<file path="config.mk">
export PLATFORM = sky130hd
export DESIGN_NAME = lsh_out_fifo
export DESIGN_NICKNAME = d
export VERILOG_FILES = /design/src/design/lsh_pkg.sv /design/src/design/lsh_out_fifo.sv
export SDC_FILE = /design/constraint.sdc
export NUM_CORES = 1
export LEC_CHECK = 0
export BUFFER_PORTS_ARGS = -buffer_cell sky130_fd_sc_hd__buf_2
export CAP_MARGIN = 20
export CELL_PAD_IN_SITES_DETAIL_PLACEMENT = 0
export CELL_PAD_IN_SITES_GLOBAL_PLACEMENT = 1
export CORE_MARGIN = 1.5
export CORE_UTILIZATION = 49
export DETAILED_ROUTE_END_ITERATION = 7
export PLACE_DENSITY = 0.77
export SLEW_MARGIN = 40
export SYNTH_ARGS = -nofsm -noshare
export SYNTH_HDL_FRONTEND = slang
export SYNTH_SLANG_ARGS = --single-unit
</file>
<file path="constraint.sdc">
create_clock -name clk -period 2.08 [get_ports clk]
set_input_delay 0.208 -clock clk [delete_from_list [all_inputs] [get_ports clk]]
set_output_delay 0.208 -clock clk [all_outputs]
set_load 0.005 [all_outputs]
</file>
<file path="src/design/lsh_pkg.sv">
package lsh_pkg;

  localparam int MAX_WIDTH  = 2048;
  localparam int MAX_HEIGHT = 4096;
  localparam int MIN_DIM    = 3;

  localparam int PIX_W = 8;
  localparam int COL_W = $clog2(MAX_WIDTH);
  localparam int ROW_W = $clog2(MAX_HEIGHT);
  localparam int WID_W = COL_W + 1;
  localparam int HGT_W = ROW_W + 1;

  localparam int CFG_IDX_W  = 1;
  localparam int CFG_DATA_W = HGT_W;

  localparam logic [CFG_IDX_W-1:0] REG_IMAGE_WIDTH  = 1'd0;
  localparam logic [CFG_IDX_W-1:0] REG_IMAGE_HEIGHT = 1'd1;

  localparam int FIFO_DEPTH = 4;
  localparam int FIFO_AW    = $clog2(FIFO_DEPTH);
  localparam int FIFO_CW    = FIFO_AW + 1;

  // position and flags of one pixel in flight
  typedef struct packed {
    logic [ROW_W-1:0] row;
    logic [COL_W-1:0] col;
    logic             frame_last;
    logic             emit;
  } pix_meta_t;

  // one result item
  typedef struct packed {
    logic [PIX_W-1:0] out_pixel;
    logic [ROW_W-1:0] out_row;
    logic [COL_W-1:0] out_col;
    logic             frame_end;
  } res_item_t;

  // window stage status towards the top level
  typedef struct packed {
    logic      busy;
    logic      emit;
    res_item_t item;
  } win_res_t;

endpackage

</file>
<file path="src/design/lsh_out_fifo.sv">
module lsh_out_fifo (
  input  logic                        clk,
  input  logic                        rst_n,
  input  logic                        push,
  input  lsh_pkg::res_item_t          push_item,
  input  logic                        pop,
  output logic                        not_empty,
  output lsh_pkg::res_item_t          head,
  output logic [lsh_pkg::FIFO_CW-1:0] level
);
  import lsh_pkg::*;

  res_item_t          mem_r [FIFO_DEPTH];
  logic [FIFO_AW-1:0] wp_r;
  logic [FIFO_AW-1:0] rp_r;
  logic [FIFO_CW-1:0] cnt_r;
  logic               do_pop;

  assign not_empty = (cnt_r != '0);
  assign do_pop    = pop && not_empty;
  assign head      = mem_r[rp_r];
  assign level     = cnt_r;

  always_ff @(posedge clk) begin
    if (push) begin
      mem_r[wp_r] <= push_item;
    end
  end

  always_ff @(posedge clk) begin
    if (!rst_n) begin
      wp_r  <= '0;
      rp_r  <= '0;
      cnt_r <= '0;
    end else begin
      if (push) begin
        wp_r <= wp_r + FIFO_AW'(1);
      end
      if (do_pop) begin
        rp_r <= rp_r + FIFO_AW'(1);
      end
      cnt_r <= cnt_r + FIFO_CW'(push) - FIFO_CW'(do_pop);
    end
  end

endmodule

</file>
; Word level (Yosys, flattened, before mapping)
; Memory sizes are Yosys's and may differ from the RTL's. A register that Yosys moved wholly into a read port is not among the register bits.
; Index checks and enable logic that the tools add are counted.
[totals]
in_bits = 36
mem_bits_rw = 128
reg_bits = 7
n_memories = 1
elab_cells = 14
out_inout_bits = 36
[mem_list]
columns = memory, depth, width, rd, rd_clocked_by_memory_dff, wr, line_no
row1 = mem_r, 4, 32, 1, 1, 1, lsh_out_fifo.sv:13  ; res_item_t mem_r [FIFO_DEPTH];
[op_classes]
n_addsub = 4
muxes = 4
reduce_logical = 2
[op_table]
columns = cell, n
row1 = "adder 2 x 1 -> 2 bit, second input constant", 2
row2 = 2-to-1 mux 2 bit, 2
row3 = adder 3 x 1 -> 3 bit, 1
row4 = nonzero test 3 bit, 1
row5 = subtractor 3 x 1 -> 3 bit, 1
row6 = 2-to-1 mux 1 bit, 2
row7 = logical AND 1 bit, 1

; Logic depth before layout (Yosys ltp)
[depth]
ltp_word = 4
depth_mapped = 7
depth_no_buf = 7

; Worst setup path after synthesis
; OpenSTA, ideal clock, no wires.
[synth_path]
path_kind = register -> register
startpoint = register cnt_r[1], in the netlist level[1]
endpoint = register cnt_r[2], in the netlist level[2]
synth_period_minus_slack_ns = 1.950
setup_ns = 0.115
path_slack_ns = 0.130
required_ns = 1.965
path_stages_with_launch = 8
t_arrival_ns = 1.836
path_buffers = 0
path_cell_list = dfxtp_1 -> o31a_1 -> ha_1 -> inv_1 -> ha_1 -> fa_1 -> xnor3_1 -> and2_1
[synth_between]
elab_chain_cells = 3
word_cells_on_any_way = 4
classes_between = add/sub: 2 / reduce/logical: 2
[synth_lines]
columns = item, line_no
row1 = start: declaration, lsh_out_fifo.sv:16  ; logic [FIFO_CW-1:0] cnt_r;
row2 = start signal: assignment, lsh_out_fifo.sv:42  ; cnt_r <= cnt_r + FIFO_CW'(push) - FIFO_CW'(do_pop);
row3 = nonzero test 3 bit, lsh_out_fifo.sv:19  ; assign not_empty = (cnt_r != '0);
row4 = logical AND 1 bit, lsh_out_fifo.sv:20  ; assign do_pop = pop && not_empty;
row5 = net do_pop, lsh_out_fifo.sv:17  ; logic do_pop;
row6 = subtractor 3 x 1 -> 3 bit, lsh_out_fifo.sv:42
; The timed path passes the listed nets, and every way through them passes these cells.
; A chain may end at the register's enable or synchronous reset.

==> out/qor.csv <==
metric;value;unit
arrival;1800;ps
netlist-cell-type-count;20;
power_switching;1.64;mW
gr-usage-all-layers;0.171;
diodes;0;
hpwlAfterDp;4820;um
clk_pin_slew;60;ps
worstSkewPairLatency;520;ps
critical_path.top_delay_family;multiplexers;
wl_per_cell;17.2;um
routed-via-count;2458;
status;finished clean;
netlist.area_leader.share;0.750;
rows;37;
critical_path_class;flop to output port;
ys_seq_elements;137;
slew_violations;0;
drive_above_1_share;0.414;
finalHoldViolations;0;
avgSynthCellArea;24.3;sq um
fin_skew;12.2;ps
root_buffer;clkbuf_8;
wirelength;8410;um
crit_fanout;8;
fin_area;6650;sq um
core-area;10200;sq um
clockPowerShare;0.375;
yosysTopAreaCell;edfxtp_1;
dp.cells;417;
yosys-top-cells-area;edfxtp_1 75%, mux4_2 13%, dfxtp_1 3.5%;
cts-buffers-inserted;17;
cts.sinks;137;
fin_crit_sh;0.965;
dpl_cell_area;5660;sq um
areaGrowthSynthToFinish;29.7;%
syn_area;5130;sq um
slew_headroom;0.667;
required;1870;ps
fill_cells;718;
seq_area_frac_synth;0.785;
hp-class;primary input to flop;
ir_drop;550;uV
vias_per_cell;5.03;
grt_pass1_vias;2619;
die_width;105;um
worst_pin_slew;499;ps
cp_slowest_cell;mux4_2;
ys_async_sr_fraction;0;
critPathMaxStageDelay;500;ps
grt_max_degree;33;
end_kind;output port;
power_frac_seq;0.439;
powerDensity;1130;nW/um^2
ys_warn_count;0;
crit_chain;buf_12, buf_12, mux4_2, buf_2;
rsz0062_at_grt;true;
tns;0;ps
synth_edf_count;128;
first_pass_iters;4;
p_sw_frac;0.219;
maxCapViolations;0;
seqCellArea;4030;sq um
synth_most_common_cell;edfxtp_1;
critPathMostFrequentCell;buf_12;
synthFlopType;edfxtp_1;
intPower;5.84;mW
setup_viol;0;
syn_inst;211;
p_total;7.48;mW
max_freq;0.498;GHz
cts_max_path_buffers;2;
stdcell_count;489;
grt_remaining_overflow;0;
p_leak;2.37;nW
critPathLaunchType;flop;
gp_congestion;0.680;
antenna_found_initial;0;
ios;72;
cts_tree;built;
cts_max_level;4;
fp.dieH;105;um
nets;383;
grt_pass1_wl;13600;um
synth_commonest_cells;128 x edfxtp_1, 30 x mux4_2, 9 x dfxtp_1;
drtIter0Drc;108;
drc;0;
period_needed;2010;ps
dieArea;11100;sq um
io_buffers;71;
crit_buf_inv;3;
multi_input_area;998;sq um
drt.antenna.violating_nets;0;
syn_nets;254;
combPwrFrac;0.186;
start_util;0.501;
power groups by stage:
| stage | sequential (mW) | combinational (mW) | clock, mW |
|---|---|---|---|
| global route | 3.30 | 1.53 | 2.98 |
| CTS | 3.28 | 1.38 | 2.87 |
| floorplan | 3.30 | 0.844 | 0 |
| finish | 3.28 | 1.39 | 2.81 |
| global placement | 3.32 | 1.20 | 0 |
| detailed placement | 3.33 | 1.20 | 0 |
path summary, 6_finish.rpt:
path / from / end / slack [ps] / depth (start not counted)
setup / recovery: flop / head[27] / 70 / 4
hold / removal: rst_n / level[0]$_SDFF_PN0_ / 20 / 2
setup reg to reg: level[2]$_SDFF_PN0_ / level[2]$_SDFF_PN0_ / 80 / 7
hold reg to reg: rp_r[1]$_SDFFE_PN0P_ / flop / 470 / 2
registers in the layout, summed over array words and instances (netlist names), named ones only:
signal,flops
mem_r,128
wp_r,2
rp_r,2
level,3
cells by family after synthesis:
group	Yosys count	share of synthesized area
AO/OA/AOI/OAI	2	0.00342
XOR/XNOR	2	0.00610
adder cells (fa/ha/maj)	7	0.0185
buffers and inverters	13	0.0212
flip-flops	137	0.785
multiplexers	36	0.150
AND/OR/NAND/NOR	14	0.0161
area by class of cell:
class,count,area share
Multi-Input combinational cell,61,0.150
Timing Repair Buffer,117,0.131
Sequential cell,137,0.606
Inverter,6,0.00339
Clock buffer,21,0.0645
Clock inverter,11,0.0194
Tap cell,136,0.0256
cells in the final DEF (no fill, tap or decap), types with 3 or more instances in the layout:
cell,n
and2_1,4
inv_1,6
dlygate4sd3_1,32
clkinv_1,4
buf_4,7
buf_12,7
edfxtp_1,128
mux4_2,31
clkbuf_1,4
ha_1,6
dfxtp_1,7
bufinv_16,3
buf_2,71
clkbuf_16,16
clkinv_2,3
mux2i_1,4
metal layers:
layer	global-route usage	vias to the layer above	share of wire
met3	0.0612	10	0.047
met2	0.265	73	0.49
met4	0.0675	0	0.013
met5	0	-	0
li1	-	1136	-
met1	0.222	1239	0.45
through the flow:
| step | setup WS (ps) | utilization | hold slack [ps] |
|---|---|---|---|
| floorplan | 130 | - | 307 |
| global placement | 96.7 | 0.553 | 421 |
| detailed placement | 55.3 | 0.553 | 428 |
| CTS | 16.5 | 0.648 | 0.220 |
| global route | -14.5 | 0.650 | 15.3 |
| finish | 73.6 | 0.650 | 19.2 |
repair_timing:
item	in CTS	in global routing
pin swaps	0	1
endpoints found under the hold margin	128	0
gates resized for setup	3	3
setup endpoints to repair	5	9
hold buffers	32	0
cloned	0	0
setup buffers	5	3
No activity file was read; power rests on OpenSTA's default activity.
