===== src/design/lsh_pkg.sv =====
package lsh_pkg;

  localparam int MAX_WIDTH  = 2048;
  localparam int MAX_HEIGHT = 4096;
  localparam int MIN_DIM    = 3;

  localparam int PIX_W = 8;
  localparam int COL_W = $clog2(MAX_WIDTH);
  localparam int ROW_W = $clog2(MAX_HEIGHT);
  localparam int WID_W = COL_W + 1;
  localparam int HGT_W = ROW_W + 1;

  localparam int CFG_IDX_W  = 1;
  localparam int CFG_DATA_W = HGT_W;

  localparam logic [CFG_IDX_W-1:0] REG_IMAGE_WIDTH  = 1'd0;
  localparam logic [CFG_IDX_W-1:0] REG_IMAGE_HEIGHT = 1'd1;

  localparam int FIFO_DEPTH = 4;
  localparam int FIFO_AW    = $clog2(FIFO_DEPTH);
  localparam int FIFO_CW    = FIFO_AW + 1;

  // position and flags of one pixel in flight
  typedef struct packed {
    logic [ROW_W-1:0] row;
    logic [COL_W-1:0] col;
    logic             frame_last;
    logic             emit;
  } pix_meta_t;

  // one result item
  typedef struct packed {
    logic [PIX_W-1:0] out_pixel;
    logic [ROW_W-1:0] out_row;
    logic [COL_W-1:0] out_col;
    logic             frame_end;
  } res_item_t;

  // window stage status towards the top level
  typedef struct packed {
    logic      busy;
    logic      emit;
    res_item_t item;
  } win_res_t;

endpackage


===== src/design/lsh_window.sv =====
module lsh_window (
  input  logic                      clk,
  input  logic                      rst_n,
  input  logic                      shift_en,
  input  logic [lsh_pkg::PIX_W-1:0] top_px,
  input  logic [lsh_pkg::PIX_W-1:0] mid_px,
  input  logic [lsh_pkg::PIX_W-1:0] bot_px,
  input  lsh_pkg::pix_meta_t        meta_in,
  output lsh_pkg::win_res_t         res
);
  import lsh_pkg::*;

  localparam int NSUM_W = PIX_W + 3;
  localparam int V_W    = PIX_W + 5;

  // [row 0 top .. 2 bottom][col 0 oldest .. 2 newest]
  logic [PIX_W-1:0] win_r [3][3];
  logic             s2_v_r;
  pix_meta_t        meta_r;

  logic [NSUM_W-1:0] nsum;
  logic [V_W-1:0]    v;
  logic [PIX_W-1:0]  sat;

  always_ff @(posedge clk) begin
    if (!rst_n) begin
      s2_v_r <= 1'b0;
      for (int i = 0; i < 3; i++) begin
        for (int j = 0; j < 3; j++) begin
          win_r[i][j] <= '0;
        end
      end
    end else begin
      s2_v_r <= shift_en;
      if (shift_en) begin
        for (int i = 0; i < 3; i++) begin
          win_r[i][0] <= win_r[i][1];
          win_r[i][1] <= win_r[i][2];
        end
        win_r[0][2] <= top_px;
        win_r[1][2] <= mid_px;
        win_r[2][2] <= bot_px;
      end
    end
  end

  always_ff @(posedge clk) begin
    if (shift_en) begin
      meta_r <= meta_in;
    end
  end

  always_comb begin
    nsum = '0;
    for (int i = 0; i < 3; i++) begin
      for (int j = 0; j < 3; j++) begin
        if (!(i == 1 && j == 1)) begin
          nsum = nsum + NSUM_W'(win_r[i][j]);
        end
      end
    end
    v = {2'b00, win_r[1][1], 3'b000} - {2'b00, nsum};
    if (v[V_W-1]) begin
      sat = '0;
    end else if (v[V_W-2:PIX_W] != '0) begin
      sat = '1;
    end else begin
      sat = v[PIX_W-1:0];
    end
  end

  assign res.busy           = s2_v_r;
  assign res.emit           = s2_v_r && meta_r.emit;
  assign res.item.out_pixel = sat;
  assign res.item.out_row   = meta_r.row - ROW_W'(1);
  assign res.item.out_col   = meta_r.col - COL_W'(1);
  assign res.item.frame_end = meta_r.frame_last;

endmodule


===== config.mk =====
export PLATFORM = sky130hd
export DESIGN_NAME = lsh_window
export DESIGN_NICKNAME = d
export VERILOG_FILES = /design/src/design/lsh_pkg.sv /design/src/design/lsh_window.sv
export SDC_FILE = /design/constraint.sdc
export NUM_CORES = 1
export LEC_CHECK = 0
export BUFFER_PORTS_ARGS = -buffer_cell sky130_fd_sc_hd__buf_2
export CAP_MARGIN = 20
export CORE_ASPECT_RATIO = 1.25
export CORE_MARGIN = 1
export CORE_UTILIZATION = 55
export CTS_CLUSTER_DIAMETER = 30
export DETAILED_ROUTE_END_ITERATION = 16
export PLACE_DENSITY_LB_ADDON = 0.15
export SYNTH_ARGS = -nofsm -noshare
export SYNTH_HDL_FRONTEND = slang
export SYNTH_SLANG_ARGS = --single-unit

===== constraint.sdc =====
create_clock -name clk -period 7.9 [get_ports clk]
set_input_delay 0.395 -clock clk [delete_from_list [all_inputs] [get_ports clk]]
set_output_delay 0.395 -clock clk [all_outputs]
set_load 0.01 [all_outputs]

* After elaboration in Yosys (flattened, before gate mapping)
Memory sizes are Yosys's and may differ from the RTL's. Cells that the tools add are included.
Word-level totals: memories 1, RAM bits 72, register bits 26, output and inout bits 34
Memories:
- win_r | depth 3, width 24, rd ports 3, clocked after Yosys merged registers in 0, wr ports 3, RTL line lsh_window.sv:17 | logic [PIX_W-1:0] win_r [3][3];
Cells by class: bitwise logic cells 9, add/subtract/negate cells 10, reductions and logical operators 2, mux-type cells 15
Operators with widths (count):
- 8-bit 2-to-1 mux | 11
- 11-bit by 8-bit adder with 11-bit output | 4
- 11-bit by 11-bit subtractor with 12-bit output | 1
- 12-bit by 1-bit subtractor with 12-bit output (second input constant) | 1
- 10-bit by 8-bit adder with 11-bit output | 1
- 11-bit by 1-bit subtractor with 11-bit output (second input constant) | 1
- 9-bit by 8-bit adder with 10-bit output | 1
- 8-bit by 8-bit adder with 9-bit output | 1
- 1-bit OR | 9
- 1-bit 2-to-1 mux | 4
- 4-bit nonzero test | 1
- 1-bit logical AND | 1

* Logic depth before layout (Yosys ltp)
Gate-level depths: netlist of run 1. An unclocked memory read counts as a cell.
depth after elaboration 12, depth in mapped cells 16, gate-level depth less buffers 16

* Least setup slack after synthesis of run 1
OpenSTA, ideal clock, no wires.
path type reg-to-output, from memory win_r[0][27] (netlist name), to output port res[24] (netlist name), slack 3.308 ns, cell stages (with the launch flop) 15, required time 7.505 ns, arrival time 4.197 ns, cell sequence edfxtp_1 fa_1 inv_1 fa_1 fa_1 inv_1 fa_1 inv_1 ha_1 a21oi_1 a2111oi_2 a2111oi_4 xor2_1 nand4_2 o21a_1
RTL lines:
- start, declared | RTL line lsh_window.sv:17
- end, declared | RTL line lsh_window.sv:9 | output lsh_pkg::win_res_t res

==> results of run 1 <==
## final cells by class
class,count,area [sq um],share of cell area (%)
Clock buffer,9,225,3.30
Sequential cell,98,2930,43.0
Clock inverter,7,77.6,1.14
Timing Repair Buffer,87,440,6.45
Inverter,119,447,6.54
Multi-Input combinational cell,258,2540,37.2
Tap cell,132,165,2.42
## worst min path at each step
stage | startpoint | to | slack, ns | depth (start not counted)
2_1_floorplan | meta_in[0] | meta_r[0]$_DFFE_PP_ | 0.49 | 0
3_3_place_gp | win_r[0][59]$_SDFFCE_PN0P_ | win_r[0][67]$_SDFFCE_PN0P_ | 0.56 | 1
3_5_place_dp | win_r[0][15]$_SDFFCE_PN0P_ | win_r[0][23]$_SDFFCE_PN0P_ | 0.56 | 1
4_1_cts | meta_in[12] | meta_r[12]$_DFFE_PP_ | 0.22 | 1
5_1_grt | meta_in[9] | meta_r[9]$_DFFE_PP_ | 0.22 | 1
6_report | meta_in[10] | meta_r[10]$_DFFE_PP_ | 0.23 | 1
## routing by layer
layer,up-vias,GRT usage [%],part of all wire (%)
li1,1766,-,-
met3,14,3.73,5.1
met5,-,0,0
met2,104,30.2,48
met4,0,7.01,1.6
met1,1725,26.4,45
## kinds of logic (layout without fill, tap and decap cells)
| kind of cell | count (synthesis) | in the layout |
|---|---|---|
| xor gates and xnor gates | 29 | 29 |
| adders and majority gates | 74 | 74 |
| DFF | 98 | 98 |
| and+or+nand+nor | 122 | 122 |
| buffers and inverters | 137 | 222 |
| AOI/OAI and AO/OA | 32 | 32 |
| muxes | 1 | 1 |
## critical path: cells and delay by family, from the launching register on
family | cells | cell delay (ns)
fa+ha+maj | 5 | 2.46
compound gates | 4 | 0.94
flops | 1 | 0.42
buf+inv | 4 | 0.27
simple gates | 1 | 0.22
xor+xnor | 1 | 0.21
## cell usage in the layout (no fill, tap or decap), types with 2 or more instances in the layout
cell type / synthesis / final
nand3_1: 3 / 3
o211ai_1: 2 / 2
xnor2_1: 13 / 13
buf_4: 2 / 2
and2_1: 2 / 2
nor4_1: 3 / 3
fa_1: 53 / 53
buf_2: 0 / 85
o22ai_1: 2 / 2
o21a_1: 10 / 10
inv_1: 119 / 119
or3_1: 2 / 2
clkinvlp_4: 0 / 4
ha_1: 21 / 21
nand2_1: 10 / 10
a21oi_1: 6 / 6
nor3_1: 6 / 6
edfxtp_1: 97 / 97
nand3b_1: 3 / 3
o21ai_0: 2 / 2
a21o_1: 4 / 4
and3_1: 72 / 72
xor2_1: 16 / 16
clkbuf_16: 0 / 9
nor2_1: 15 / 15
## cells in the mapped netlist (2+ instances only)
library cell  instances  area, sq um
inv_1               119          447
edfxtp_1             97         2910
and3_1               72          450
fa_1                 53         1060
ha_1                 21          263
clkbuf_1             16         60.1
xor2_1               16          140
nor2_1               15         56.3
xnor2_1              13          114
nand2_1              10         37.5
o21a_1               10         75.1
a21oi_1               6         30.0
nor3_1                6         30.0
a21o_1                4         30.0
nand3_1               3         15.0
nand3b_1              3         22.5
nor4_1                3         18.8
and2_1                2         12.5
buf_4                 2         15.0
nand2b_1              2         12.5
o211ai_1              2         15.0
o21ai_0               2         10.0
o22ai_1               2         12.5
or3_1                 2         12.5
## stage by stage
stage,utilization [%],hold slack [ns],cells
3_5_place_dp,61.5,0.558,694
4_1_cts,64.3,0.219,710
2_1_floorplan,-,0.494,493
6_report,64.3,0.227,710
5_1_grt,64.3,0.221,710
3_3_place_gp,61.5,0.556,694
## sequential cells by signal (all words and copies together), names as in the netlist
| signal | flops |
|---|---|
| s2_v_r | 1 |
| win_r | 72 |
| meta_r | 24 |
| res | 1 |
## power by group through the flow
stage,Combinational (mW),Clock [mW],Sequential [mW]
final,1.50,0.439,0.634
after global routing,1.70,0.463,0.639
after CTS,1.51,0.446,0.635
after detailed placement,1.50,0,0.646
after global placement,1.46,0,0.644
after floorplan,1.18,0,0.640
==> impl_metrics.sql, run 1 <==
INSERT INTO impl_metrics (metric_group, metric, value, unit) VALUES
('cts', 'cts_htree_levels', '3', ''),
('cts', 'worst_skew_pair.late_latency', '0.35', 'ns'),
('cts', 'postCtsSetupBuffers', '0', ''),
('synthesis', 'synth_compound_gate_area_share', '4.13', '%'),
('route', 'first_iter_violations', '211', ''),
('timing', 'grt_setup_unrepaired', 'false', ''),
('synthesis', 'post_synthesis_net_count', '619', ''),
('cells_and_area', 'num_antenna_cells', '0', ''),
('synthesis', 'ys.warnings.count', '0', ''),
('power', 'pwr-share-clk', '17.1', '%'),
('synthesis', 'syn_inst', '493', ''),
('place', 'hpwl', '7.11', 'mm'),
('cts', 'cts_tree', 'yes', ''),
('timing', 'layout_setup_ws', '2.64', 'ns'),
('synthesis', 'synth_cell_area', '0.00599', 'sq mm'),
('setup_path', 'timing.reg2reg.setup_slack', '6.90', 'ns'),
('die', 'fp-row-count', '42', ''),
('setup_path', 'timing_worst_setup_path_type', 'register to output pin', ''),
('global_routing', 'grt_pass1_vias', '3672', ''),
('power', 'switching_share', '40.6', '%'),
('setup_path', 'setup.worst_path.end', 'res[29]', ''),
('place', 'preCtsSetupSlack', '3.00', 'ns'),
('cts', 'clkSlewWorstSetupHoldPaths', '0.07', 'ns'),
('cells_and_area', 'final_nets', '699', ''),
('timing', 'setup-violations-final', '0', ''),
('synthesis', 'xor_xnor_portion_of_the_synthesized_cell_area', '4.24', '%'),
('cts', 'cts-hold-fix-buffers', '0', ''),
('die', 'start_util', '56.4', '%'),
('die', 'die_x', '95.4', 'um'),
('power', 'total_switching_power', '1.04', 'mW'),
('synthesis', 'combinational_family_with_the_most_area_after_synthesis', 'adder cells', ''),
('cells_and_area', 'syn_to_final_growth', '13.9', '%'),
('setup_path', 'critical_path.slowest_cell', 'fa_1', ''),
('die', 'die-height', '119', 'um'),
('cts', 'numClockSinks', '98', ''),
('cells_and_area', 'layout-drive-gt1-share', '18.9', '%'),
('cells_and_area', 'layout.filler_cells', '802', ''),
('timing', 'fmax', '0.190', 'GHz'),
('power', 'cellPowerDensity', '376', 'mW/mm^2'),
('setup_path', 'timing.critical_path.arrival', '4.86', 'ns'),
('worst_hold_path', 'min_path_type', 'input port to register', ''),
('power', 'design_power_total', '2.57', 'mW'),
('setup_path', 'r2r_endpoint', 'win_r[0][40]$_SDFFCE_PN0P_', ''),
('timing', 'clock_skew', '0.0128', 'ns'),
('setup_path', 'endpoint_kind', 'output pin', ''),
('synthesis', 'post_synth.cell_area_avg', '12.2', 'sq um'),
('synthesis', 'yosysSeqAreaShare', '48.9', '%'),
('timing', 'max_slew.worst_pin.slew', '1.04', 'ns'),
('global_routing', 'grt_use_total', '19.2', '%'),
('route', 'vias', '3609', ''),
('synthesis', 'post_synth_and_or_nand_nor_area_fraction', '11.7', '%'),
('die', 'core_region_area', '0.0106', 'sq mm'),
('outcome', 'run_status', 'completed', ''),
('timing', 'maxSlewHeadroom', '31.0', '%'),
('setup_path', 'cp_max_fo', '8', ''),
('route', 'detail_route.vias_per_cell', '5.08', ''),
('synthesis', 'synth-async-reset-ratio', '0', '%'),
('route', 'ant_nets', '0', ''),
('cts', 'cts.path.max_buffers', '2', ''),
('place', 'globalplace.congestion', '0.870', ''),
('power', 'p_leak', '3.24', 'nW'),
('setup_path', 'worstReg2RegStart', 'win_r[0][32]$_SDFFCE_PN0P_', ''),
('setup_path', 'worst_ep_required_time', '7.51', 'ns'),
('global_routing', 'grt_overflow_total', '0', ''),
('die', 'die_area', '0.0113', 'sq mm'),
('cts', 'number_of_cells_upsized_or_downsized_after_cts', '0', ''),
('route', 'drt_wl_total', '9.79', 'mm'),
('synthesis', 'synth-main-ff-cell', 'edfxtp_1', ''),
('route', 'drt-pass1-iter-count', '4', ''),
('setup_path', 'timing.critical_path.from_type', 'register', ''),
('timing', 'finalSetupTns', '0', 'ns');
No activity file was read; power rests on OpenSTA's default activity.
==> run 2, diff against run 1 <==
--- a/config.mk
+++ b/config.mk
@@ -5,6 +5,7 @@
 export SDC_FILE = /design/constraint.sdc
 export NUM_CORES = 1
 export LEC_CHECK = 0
+export ABC_AREA = 1
 export BUFFER_PORTS_ARGS = -buffer_cell sky130_fd_sc_hd__buf_2
 export CAP_MARGIN = 20
 export CORE_ASPECT_RATIO = 1.25
==> constraint.sdc (replaced) <==
create_clock -name clk -period 4.9 [get_ports clk]
set_input_delay 0.245 -clock clk [delete_from_list [all_inputs] [get_ports clk]]
set_output_delay 0.245 -clock clk [all_outputs]
set_load 0.01 [all_outputs]
==> impl_metrics.sql, run 2 <==
INSERT INTO impl_metrics (metric_group, metric, value, unit) VALUES
('power', 'cellPowerDensity', '598', 'mW/mm^2'),
('cts', 'cts_htree_levels', '3', ''),
('setup_path', 'timing.reg2reg.setup_slack', '3.85', 'ns'),
('setup_path', 'critPathBufInv', '5', ''),
('cts', 'worst_skew_pair.late_latency', '0.34', 'ns'),
('place', 'buffer_ports.inserted', '85', ''),
('die', 'die-height', '120', 'um'),
('cells_and_area', 'layout_commonest_cell', 'inv_1', ''),
('timing', 'grt_setup_unrepaired', 'false', ''),
('worst_hold_path', 'min_path_type', 'input port to register', ''),
('cells_and_area', 'max_flop_register', 'win_r', ''),
('setup_path', 'crit_path_cell_trace', 'inv_1 > fa_1 > fa_1 > fa_1 > inv_1 > fa_1 > inv_1 > ha_1 > nand2_1 > inv_1 > nand2_1 > nand2_1 > nand2_1 > nand3_1 > nand2_1 > nand3_2 > nor2_4 > a21oi_1 > buf_2', ''),
('cts', 'cts.path.max_buffers', '2', ''),
('cts', 'numClockSinks', '98', ''),
('route', 'wl_per_cell', '12.1', 'um'),
('synthesis', 'ys_ff_latch', '98', ''),
('synthesis', 'synth_common_cells', 'inv_1 (184), edfxtp_1 (97), nor2_1 (87), nand2_1 (57), fa_1 (53)', ''),
('cells_and_area', 'final_nets', '804', ''),
('worst_hold_path', 'hold_path_end', 'meta_r[15]$_DFFE_PP_', ''),
('cells_and_area', 'layout-drive-gt1-share', '19.0', '%'),
('die', 'io_pins', '86', ''),
('timing', 'finalSetupTns', '0', 'ns'),
('setup_path', 'r2r_endpoint', 'win_r[0][40]$_SDFFCE_PN0P_', ''),
('setup_path', 'endpoint_kind', 'output pin', ''),
('route', 'route.detailed.drc', '0', ''),
('global_routing', 'grt_use_total', '19.2', '%'),
('cts', 'ctsRootBufferMaster', 'clkbuf_16', ''),
('cells_and_area', 'syn_to_final_growth', '15.0', '%'),
('timing', 'final_period_utilization', '94.4', '%'),
('synthesis', 'post_synth.cell_area_avg', '10.4', 'sq um'),
('setup_path', 'worst_ep_required_time', '4.66', 'ns'),
('timing', 'setup-violations-final', '0', ''),
('synthesis', 'yosys.cell_count.top_type', 'inv_1', ''),
('setup_path', 'timing.critical_path.arrival', '4.38', 'ns'),
('global_routing', 'globalRoute.busiestLayer', 'met2', ''),
('timing', 'fin_crit', '4.63', 'ns'),
('die', 'die_x', '96.2', 'um'),
('global_routing', 'met2_usage', '36.6', '%'),
('global_routing', 'grt_overflow_total', '0', ''),
('global_routing', 'grt_antenna_before_repair', '0', ''),
('global_routing', 'grt_max_degree', '74', ''),
('setup_path', 'cp_slowest_stage_delay', '0.56', 'ns'),
('synthesis', 'synth-async-reset-ratio', '0', '%'),
('synthesis', 'post_synthesis_net_count', '713', ''),
('route', 'ant_nets', '0', ''),
('global_routing', 'groute.layer.met3.usage', '3.99', '%'),
('global_routing', 'grt.met1_usage', '20.0', '%'),
('worst_hold_path', 'holdPathStages', '1', ''),
('synthesis', 'ys.warnings.count', '0', ''),
('outcome', 'run_status', 'completed', ''),
('power', 'worst_vdd_ir', '0.380', 'mV'),
('setup_path', 'critical_path.slowest_cell', 'fa_1', ''),
('route', 'drt-pass1-iter-count', '4', ''),
('route', 'detail_route.vias_per_cell', '4.68', ''),
('global_routing', 'wire_length_of_the_first_global_routing_pass', '16.6', 'mm'),
('setup_path', 'cp_max_fo', '8', ''),
('timing', 'clock_skew', '0.00436', 'ns'),
('synthesis', 'synth_cell_type_count', '29', ''),
('cts', 'cts_buffers', '9', ''),
('setup_path', 'timing.critical_path.from_type', 'register', ''),
('synthesis', 'synth_largest_type_area_fraction', '47.7', '%'),
('setup_path', 'worstReg2RegStart', 'win_r[0][32]$_SDFFCE_PN0P_', ''),
('synthesis', 'post_synth_main_area_contributors', 'edfxtp_1 (48%), fa_1 (17%), inv_1 (11%), nor2_1 (5.3%), ha_1 (4.3%)', ''),
('synthesis', 'syn_inst', '587', ''),
('route', 'drt_wl_total', '9.90', 'mm'),
('place', 'globalplace.congestion', '0.858', ''),
('die', 'fp-row-count', '42', ''),
('power', 'p_leak', '3.36', 'nW'),
('synthesis', 'synth-main-ff-cell', 'edfxtp_1', ''),
('cells_and_area', 'layout_top_registers', 'win_r: 72 flops, meta_r: 24 flops', ''),
('die', 'core_region_area', '0.0107', 'sq mm'),
('timing', 'maxSlewHeadroom', '51.4', '%'),
('route', 'first_iter_violations', '130', ''),
('timing', 'timing.hold.ws', '0.0746', 'ns'),
('synthesis', 'synth_cell_area', '0.00611', 'sq mm'),
('cells_and_area', 'num_antenna_cells', '0', ''),
('setup_path', 'timing_worst_setup_path_type', 'register to output pin', ''),
('timing', 'fmax', '0.216', 'GHz'),
('timing', 'max_slew.worst_pin.slew', '0.729', 'ns'),
('place', 'hpwl', '7.78', 'mm'),
('setup_path', 'ff2ff_path_depth', '2', ''),
('route', 'vias', '3818', ''),
('die', 'start_util', '57.0', '%'),
('timing', 'slew_viol_final', '0', ''),
('setup_path', 'worst_path_most_repeated_cell', 'nand2_1', ''),
('setup_path', 'timing.critical_path.max_delay_family', 'adder cells', ''),
('global_routing', 'grt_pass1_vias', '3957', ''),
('die', 'die_area', '0.0115', 'sq mm'),
('timing', 'hold_violations', '0', ''),
('synthesis', 'synth_edf_count', '97', ''),
('cts', 'cts_tree', 'yes', ''),
('worst_hold_path', 'hold_path_startpoint', 'meta_in[15]', ''),
('synthesis', 'netlist.top_cell.by_area', 'edfxtp_1', ''),
('cells_and_area', 'mostFrequentLayoutCells', 'inv_1 (184), edfxtp_1 (97), nor2_1 (87)', ''),
('cells_and_area', 'largest_register_ffs', '72', ''),
('cts', 'clkSlewWorstSetupHoldPaths', '0.07', 'ns'),
('flow_run', 'max_cap_violations', '0', ''),
('power', 'design_power_total', '4.20', 'mW'),
('synthesis', 'yosysSeqAreaShare', '48.0', '%');
==> run 2: changes by cell type after synthesis, sizes merged, moves of 9 or more <==
cell	delta
and3	-72
nor2	+77
clkbuf	-9
inv	+67
o21a	-10
nand2	+49
==> run 2: metal layers <==
layer / part of all wire (%) / vias up
li1: - / 1925
met1: 37 / 1808
met2: 57 / 72
met3: 4.3 / 13
met4: 1.8 / 0
met5: 0 / -
==> run 2: how the worst max path moves through the flow <==
stage	from	endpoint	cells after the start
global route	win_r[0][15]$_SDFFCE_PN0P_	res[26]	16
finish	win_r[0][12]$_SDFFCE_PN0P_	res[25]	19
global placement	win_r[0][51]$_SDFFCE_PN0P_	res[24]	18
floorplan	win_r[0][27]$_SDFFCE_PN0P_	res[24]	18
CTS	win_r[0][27]$_SDFFCE_PN0P_	res[27]	20
detailed placement	win_r[0][13]$_SDFFCE_PN0P_	res[27]	17
==> run 2: layout make-up <==
| type | count | area [sq um] |
|---|---|---|
| Multi-Input combinational cell | 294 | 2460 |
| Clock inverter | 7 | 76.3 |
| Timing Repair Buffer | 89 | 468 |
| Inverter | 186 | 698 |
| Tap cell | 132 | 165 |
| Fill cell | 873 | 3700 |
| Sequential cell | 98 | 2930 |
| Clock buffer | 9 | 225 |
==> run 2: what timing repair did <==
action / CTS / global route
setup buffers: 0 / 1
gates resized for setup: 0 / 3
endpoints found under the hold margin: 0 / 0
hold buffers: 0 / 0
endpoints found under the setup margin: 0 / 4
==> run 2: cells by family after synthesis <==
group                    count (synthesis)  share of synthesized area (%)
buffers and inverters                  195                           12.1
AND/OR/NAND/NOR                        176                           13.0
flip-flops                              98                           48.0
adder cells (fa/ha/maj)                 74                           21.7
XOR/XNOR                                25                           3.59
AO/OA/AOI/OAI                           19                           1.62
==> run 2: per-stage QoR <==
| step | cell area, sq um | setup slack, ns | util (%) | instances |
|---|---|---|---|---|
| 6_report | 7020 | 0.274 | 65.5 | 815 |
| 5_1_grt | 7020 | 0.0158 | 65.5 | 815 |
| 4_1_cts | 6980 | 0.261 | 65.1 | 813 |
| 3_5_place_dp | 6680 | 0.639 | 62.3 | 797 |
| 3_3_place_gp | 6680 | 0.709 | 62.3 | 797 |
| 2_1_floorplan | 6110 | 0.940 | - | 587 |
==> run 2: power breakdown <==
group          switching, mW  leakage, nW  internal (mW)
clock network          0.308        0.148          0.400
logic                   1.49         2.17          0.983
registers             0.0307         1.05          0.985
total                   1.83         3.36           2.37
